`src/rtl/core/gcsa_pkg.sv`:
```
// Shared types, codes and command/status bundles for the glyph cache shelf allocator.
package gcsa_pkg;

  // Result status codes
  localparam logic [1:0] StatusHit    = 2'd0;
  localparam logic [1:0] StatusPlaced = 2'd1;
  localparam logic [1:0] StatusEmpty  = 2'd2;
  localparam logic [1:0] StatusNoRoom = 2'd3;

  // Configuration register indexes
  localparam logic [7:0] RegAtlasWidth  = 8'd0;
  localparam logic [7:0] RegAtlasHeight = 8'd1;

  // Reset value of both atlas side registers
  localparam logic [12:0] AtlasSideReset = 13'd4096;

  // Controller states
  typedef enum logic [2:0] {
    S_IDLE,
    S_SCAN,
    S_EVICT,
    S_PLACE,
    S_OUT
  } gcsa_state_e;

  // One cache slot
  typedef struct packed {
    logic [15:0] glyph;
    logic [11:0] x;
    logic [11:0] y;
    logic [12:0] w;
    logic [12:0] h;
  } slot_t;

  // Controller to datapath
  typedef struct packed {
    logic start;     // capture request, restart scan
    logic scan;      // issue next slot read
    logic hit_load;  // take result from slot read data
    logic evict;     // drop oldest if full, wrap row if needed
    logic place;     // insert entry or report no room
    logic out_load;  // move result into the output register
  } gcsa_cmd_t;

  // Datapath to controller
  typedef struct packed {
    logic hit;
    logic scan_done;
    logic out_free;
  } gcsa_sts_t;

endpackage

```
`src/rtl/core/gcsa_ctrl.sv`:
```
// Controller state machine of the glyph cache shelf allocator.
module gcsa_ctrl
  import gcsa_pkg::*;
(
  input  logic      clk_i,
  input  logic      rst_ni,
  input  logic      in_valid_i,
  output logic      in_ready_o,
  input  gcsa_sts_t sts_i,
  output gcsa_cmd_t cmd_o
);

  gcsa_state_e state_q, state_d;

  // Hold state
  always_ff @(posedge clk_i or negedge rst_ni) begin
    if (!rst_ni) begin
      state_q <= S_IDLE;
    end else begin
      state_q <= state_d;
    end
  end

  // Advance state
  always_comb begin
    state_d = state_q;
    unique case (state_q)
      S_IDLE: begin
        if (in_valid_i) state_d = S_SCAN;
      end
      S_SCAN: begin
        if (sts_i.hit) state_d = S_OUT;
        else if (sts_i.scan_done) state_d = S_EVICT;
      end
      S_EVICT: state_d = S_PLACE;
      S_PLACE: state_d = S_OUT;
      S_OUT: begin
        if (sts_i.out_free) state_d = S_IDLE;
      end
      default: state_d = S_IDLE;
    endcase
  end

  // Drive commands
  always_comb begin
    cmd_o      = '0;
    in_ready_o = 1'b0;
    unique case (state_q)
      S_IDLE: begin
        in_ready_o   = 1'b1;
        cmd_o.start  = in_valid_i;
      end
      S_SCAN: begin
        cmd_o.scan     = 1'b1;
        cmd_o.hit_load = sts_i.hit;
      end
      S_EVICT: cmd_o.evict = 1'b1;
      S_PLACE: cmd_o.place = 1'b1;
      S_OUT:   cmd_o.out_load = sts_i.out_free;
      default: cmd_o = '0;
    endcase
  end

endmodule

```
`config.mk`:
```
export PLATFORM = sky130hd
export DESIGN_NAME = gcsa_ctrl
export DESIGN_NICKNAME = d
export VERILOG_FILES = /design/src/rtl/core/gcsa_pkg.sv /design/src/rtl/core/gcsa_ctrl.sv
export SDC_FILE = /design/constraint.sdc
export NUM_CORES = 1
export LEC_CHECK = 0
export ABC_AREA = 1
export ABC_CLOCK_PERIOD_IN_PS = 1800
export BUFFER_PORTS_ARGS = -buffer_cell sky130_fd_sc_hd__buf_2
export CAP_MARGIN = 40
export CORE_AREA = 2 2 39 41
export CTS_BUF_LIST = sky130_fd_sc_hd__clkbuf_4 sky130_fd_sc_hd__clkbuf_8 sky130_fd_sc_hd__clkbuf_16
export CTS_CLUSTER_SIZE = 10
export DETAILED_ROUTE_END_ITERATION = 6
export DIE_AREA = 0 0 41 43
export PLACE_DENSITY = 0.37
export REMOVE_ABC_BUFFERS = 1
export SYNTH_ARGS = -nofsm -noshare
export SYNTH_HDL_FRONTEND = slang
export SYNTH_SLANG_ARGS = --single-unit
```
`constraint.sdc`:
```
create_clock -name clk_i -period 1.8 [get_ports clk_i]
set_clock_uncertainty 0.15 [all_clocks]
set_input_delay 0.09 -clock clk_i [delete_from_list [all_inputs] [get_ports clk_i]]
set_output_delay 0.09 -clock clk_i [all_outputs]
set_load 0.01 [all_outputs]
```
==> impl_metrics.ini, run 1 <==
[run_status]
outcome = completed

[floorplan]
core_um2 = 1380
io_pins = 13
die_h_um = 43
die_width_um = 41
die_area_um2 = 1760
start_util = 0.145
num_rows = 14

[synthesis]
synth_cell_types = 11
netlist_top_cells_area = dfrtp_1, nor2_1, inv_1
yosysTopAreaCell = dfrtp_1
syn_avg_cell_area_um2 = 6.26
yosysWarnings = 0
ys_seq_area_frac = 0.375
synth_top_area_share = 0.375
netlist_area_um2 = 200
synthCells = 32
synth_seq_cells = 3

[layout]
largest_reg_flops = 3
register_area_um2 = 75.1
syn_to_final_growth_pct = 60.0
layout.nets = 56
stdcell_area_um2 = 320
top_regs = state_q x3
drive_gt1_frac = 0.367
largest_register = state_q
diodes = 0
multi_input_area_um2 = 98.8
finish.utilization = 0.231
fin_cells = 65
fillerInstances = 163

[cts]
cts_tree = built
cts_resized = 0
clkLatencyLatePin_ns = 0.23
htree_levels = 1
path_clk_slew_ns = 0.04
postCtsSetupRepairBufs = 0
cts-root-buf = clkbuf_4
cts_buffers = 3
clock_path_buffers = 2
clock_sinks = 3
postCtsHoldBufs = 1

[timing]
tns_ns = 0
relSlewSlack = 0.840
tightest_slew_ns = 0.239
final_hold_viol_count = 0
maxSlewViolCount = 0
min_period_ns = 1.45
finalCritPeriodShare = 0.805
setup_violations = 0
rsz0062_at_grt = false
max_clock_freq_mhz = 690

[setup_path]
crit_path_end_kind = output pin
worstPathMaxFanout = 5
worstPathArrival_ns = 1.21
worstPathCellList = nor2_1, inv_1, nor3_1, buf_2
startpoint_type = flop
critPathMaxStageDelay_ns = 0.41
path_class = reg2out
crit_slowest_cell = dfrtp_1
cp.required_ns = 1.56

[global_routing]
antenna_found_initial = 0
grt.total_usage = 0.0764
first_global_vias = 226
grt-ovfl-total = 0
grt_max_degree = 8
grt_pass1_wl_um = 876

[placement]
dp_cells = 60
dp_hpwl_um = 436
place_congestion = 0.624
portBuffers = 12
dpl_cell_area_um2 = 280

[route]
wl_per_cell_um = 8.34
firstDrtPassIters = 2
drt_iter0_markers = 3
drc = 0
drtAntennaViolNets = 0
dr_total_vias = 256
routed_wl_um = 542
via_per_inst = 3.94

[power_and_ir_drop]
p_leak_nw = 0.193
power.density_nw_per_um2 = 1730
vdd_drop_max_mv = 0.437

[worst_hold_path]
min_path_type = in2async

[run]
cap_violations = 0
## cell usage after synthesis, drive strengths merged
cell   count
nand2      3
nor4       1
a21oi      1
nand3      4
nor3       2
inv        7
dfrtp      3
nor2      10
nand4      1
## layout by cell type (no fill, tap or decap), drive strengths merged
master / count
a21oi: 1
clkbuf: 4
inv: 7
nand4: 1
nor4: 1
dfrtp: 3
nor2: 10
dlygate4sd3: 1
nor3: 2
nand3: 4
buf: 12
nand2: 3
## power by group
part	leakage (nW)	switching, W	internal (W)
sequential	0.0388	0.0000443	0.0000991
clock	0.0184	0.0000346	0.0000981
combinational	0.136	0.000170	0.000110
## cell type report
type | instances | share of cell area
multi-input cells | 22 | 0.309
inverters | 7 | 0.0820
flip-flops and latches | 3 | 0.234
repair buffers | 13 | 0.219
well taps | 16 | 0.0625
clock buffers | 4 | 0.0938
## path summary, 6_finish.rpt
check / depth (start not counted) / end / slack, ns / start
setup reg to reg: 5 / state_q[1]$_DFFE_PN0P_ / 0.63 / state_q[0]$_DFFE_PN0P_
setup / recovery: 4 / cmd_o[5] / 0.35 / state_q[0]$_DFFE_PN0P_
hold / removal: 2 / state_q[2]$_DFFE_PN0P_ / 0.04 / rst_ni
hold reg to reg: 3 / state_q[0]$_DFFE_PN0P_ / 0.48 / state_q[2]$_DFFE_PN0P_
min in group clk_i: 4 / state_q[0]$_DFFE_PN0P_ / 0.04 / sts_i[1]
max in group asynchronous: 2 / state_q[0]$_DFFE_PN0P_ / 1.36 / rst_ni
## logic make-up (layout without fill, tap and decap cells)
logic type	count (synthesis)	count (layout)	share of synthesized area
simple gates	21	21	0.469
buf+inv	7	24	0.131
flops	3	3	0.375
compound gates	1	1	0.0250
## critical path, delay by kind of cell (launching register included)
kind          cells  cell delay (ns)
flops             1             0.41
simple gates      2             0.32
buf+inv           2             0.26
## metrics by stage
stage,hold slack (ns),power [W],worst slack [ns]
global route,0.0628,0.000614,0.222
finish,0.0351,0.000555,0.350
global placement,-0.262,0.000431,0.577
CTS,0.0335,0.000567,0.336
floorplan,-0.356,0.000325,0.621
detailed placement,-0.259,0.000427,0.585
## metal layers
metal  global-route usage  share of wire  up-vias  wire (um)
li1                     -              -      135          -
met1               0.0806           0.47      114        257
met2                0.113           0.47        7        253
met3               0.0157          0.057        0         31
met4               0.0800              0        0          0
met5                    0              0        -          0
(Power assumes the default switching activity.)
==> run 2: changes to the inputs <==
ABC_CLOCK_PERIOD_IN_PS = 1440   (was 1800)
clock period = 1.44 ns   (was 1.8 ns; I/O delays follow)
==> impl_metrics.ini, run 2 (synthesis results as in run 1) <==
[setup_path]
cp.required_ns = 1.22
path_class = reg2out
r2r_cells = 5
reg2reg_slack_ns = 0.28
worstSetupEndpoint = cmd_o[3]
worstPathArrival_ns = 1.17
crit_path_end_kind = output pin
startpoint_type = flop
r2r_end = state_q[1]$_DFFE_PN0P_
crit_path_start = state_q[2]$_DFFE_PN0P_
crit-reg2reg-launch = state_q[2]$_DFFE_PN0P_
worstPathMaxFanout = 4

[power_and_ir_drop]
vdd_drop_max_mv = 0.391
p_leak_nw = 0.194
total_power_w = 0.000729
power.density_nw_per_um2 = 2180

[layout]
top_regs = state_q x3
drive_gt1_frac = 0.449
syn_to_final_growth_pct = 66.9
fin_cells = 65
layout.nets = 56
largest_reg_flops = 3
final_common_cell = buf_2
diodes = 0
layout_common_cells = buf_2, nor2_1, inv_1
largest_register = state_q

[timing]
max_clock_freq_mhz = 721
min_period_ns = 1.39
final_hold_viol_count = 0
rsz0062_at_grt = true
finalCritPeriodShare = 0.964
relSlewSlack = 0.835
setup_violations = 0
maxSlewViolCount = 0
tightest_slew_ns = 0.248

[floorplan]
start_util = 0.145
core_um2 = 1380
io_pins = 13
die_h_um = 43
die_width_um = 41
die_area_um2 = 1760
num_rows = 14

[cts]
cts_buffers = 3
htree_levels = 1
clock_sinks = 3
path_clk_slew_ns = 0.04
clock_path_buffers = 2
clkLatencyLatePin_ns = 0.23
postCtsSetupRepairBufs = 0
cts_tree = built
cts-root-buf = clkbuf_4

[route]
routed_wl_um = 529
firstDrtPassIters = 4
drt_iter0_markers = 2
drc = 0
wl_per_cell_um = 8.14
dr_total_vias = 250
via_per_inst = 3.85
drtAntennaViolNets = 0

[global_routing]
grt-ovfl-total = 0
antenna_found_initial = 0
grt_max_degree = 8
grt.total_usage = 0.0683
first_global_vias = 211
grt_pass1_wl_um = 745

[worst_hold_path]
min_path_type = in2reg

[placement]
dp_hpwl_um = 431
dp_cells = 60
place_congestion = 0.564
portBuffers = 12

[run]
cap_violations = 0

[run_status]
outcome = completed
==> run 2: changes by cell type in the layout (fill, tap and decap cells not counted) <==
| cell | previous run | this run |
|---|---|---|
| dfrtp_1 | 3 | 2 |
| dfrtp_2 | 0 | 1 |
| inv_1 | 6 | 5 |
| inv_2 | 1 | 2 |
| nor2_1 | 9 | 8 |
| nor2_4 | 0 | 1 |
| nor3_1 | 2 | 1 |
| nor3_2 | 0 | 1 |
==> run 2: layout make-up <==
class / count / area (um2)
fillers: 169 / 1050
clock buffers: 4 / 30.0
flip-flops and latches: 3 / 76.3
repair buffers: 13 / 70.1
inverters: 7 / 26.3
multi-input cells: 22 / 111
well taps: 16 / 20.0
==> run 2: per-layer routing <==
layer	vias to the layer above	wire (um)	track usage
met1	104	206	0.0548
met4	0	16	0.0800
met3	2	40	0.0314
met5	-	0	0
met2	9	265	0.103
li1	135	-	-
==> run 2: critical path: stages, from the launching register on <==
cell     delay [ns]
dfrtp_1        0.42
inv_1          0.09
nand2_1        0.10
nor3_2         0.16
buf_2          0.16
==> run 2: worst min path at each step <==
| stage | start | to | depth (start not counted) |
|---|---|---|---|
| after floorplan | rst_ni | state_q[0]$_DFFE_PN0P_ | 0 |
| after global placement | rst_ni | state_q[1]$_DFFE_PN0P_ | 1 |
| after detailed placement | rst_ni | state_q[2]$_DFFE_PN0P_ | 1 |
| after CTS | rst_ni | state_q[2]$_DFFE_PN0P_ | 2 |
| after global routing | rst_ni | state_q[2]$_DFFE_PN0P_ | 2 |
| final | sts_i[1] | state_q[0]$_DFFE_PN0P_ | 4 |
==> run 2: repair_timing <==
| action | in CTS | in global routing |
|---|---|---|
| hold buffers | 1 | 0 |
| setup endpoints to repair | 2 | 5 |
| pin swaps | 0 | 1 |
| hold endpoints to repair | 3 | 0 |
| gates resized for setup | 0 | 5 |
==> run 2: per-stage QoR <==
step / TNS (ns) / setup WS, ns / hold slack, ns / util / cell area, um2
2_1_floorplan: 0 / 0.261 / -0.374 / - / 200
3_3_place_gp: 0 / 0.212 / -0.277 / 0.203 / 280
5_1_grt: -0.0419 / -0.0218 / 0.0225 / 0.241 / 334
3_5_place_dp: 0 / 0.247 / -0.278 / 0.203 / 280
6_report: 0 / 0.0523 / 0.000630 / 0.241 / 334
4_1_cts: -0.0242 / -0.0146 / 0.00129 / 0.231 / 320
==> run 2: power by group <==
group          switching (W)  leakage, nW  internal, W  total (W)
Sequential         0.0000678       0.0376     0.000127   0.000194
Clock              0.0000456       0.0184     0.000123   0.000168
Combinational       0.000216        0.138     0.000151   0.000366
Total               0.000329        0.194     0.000400   0.000729
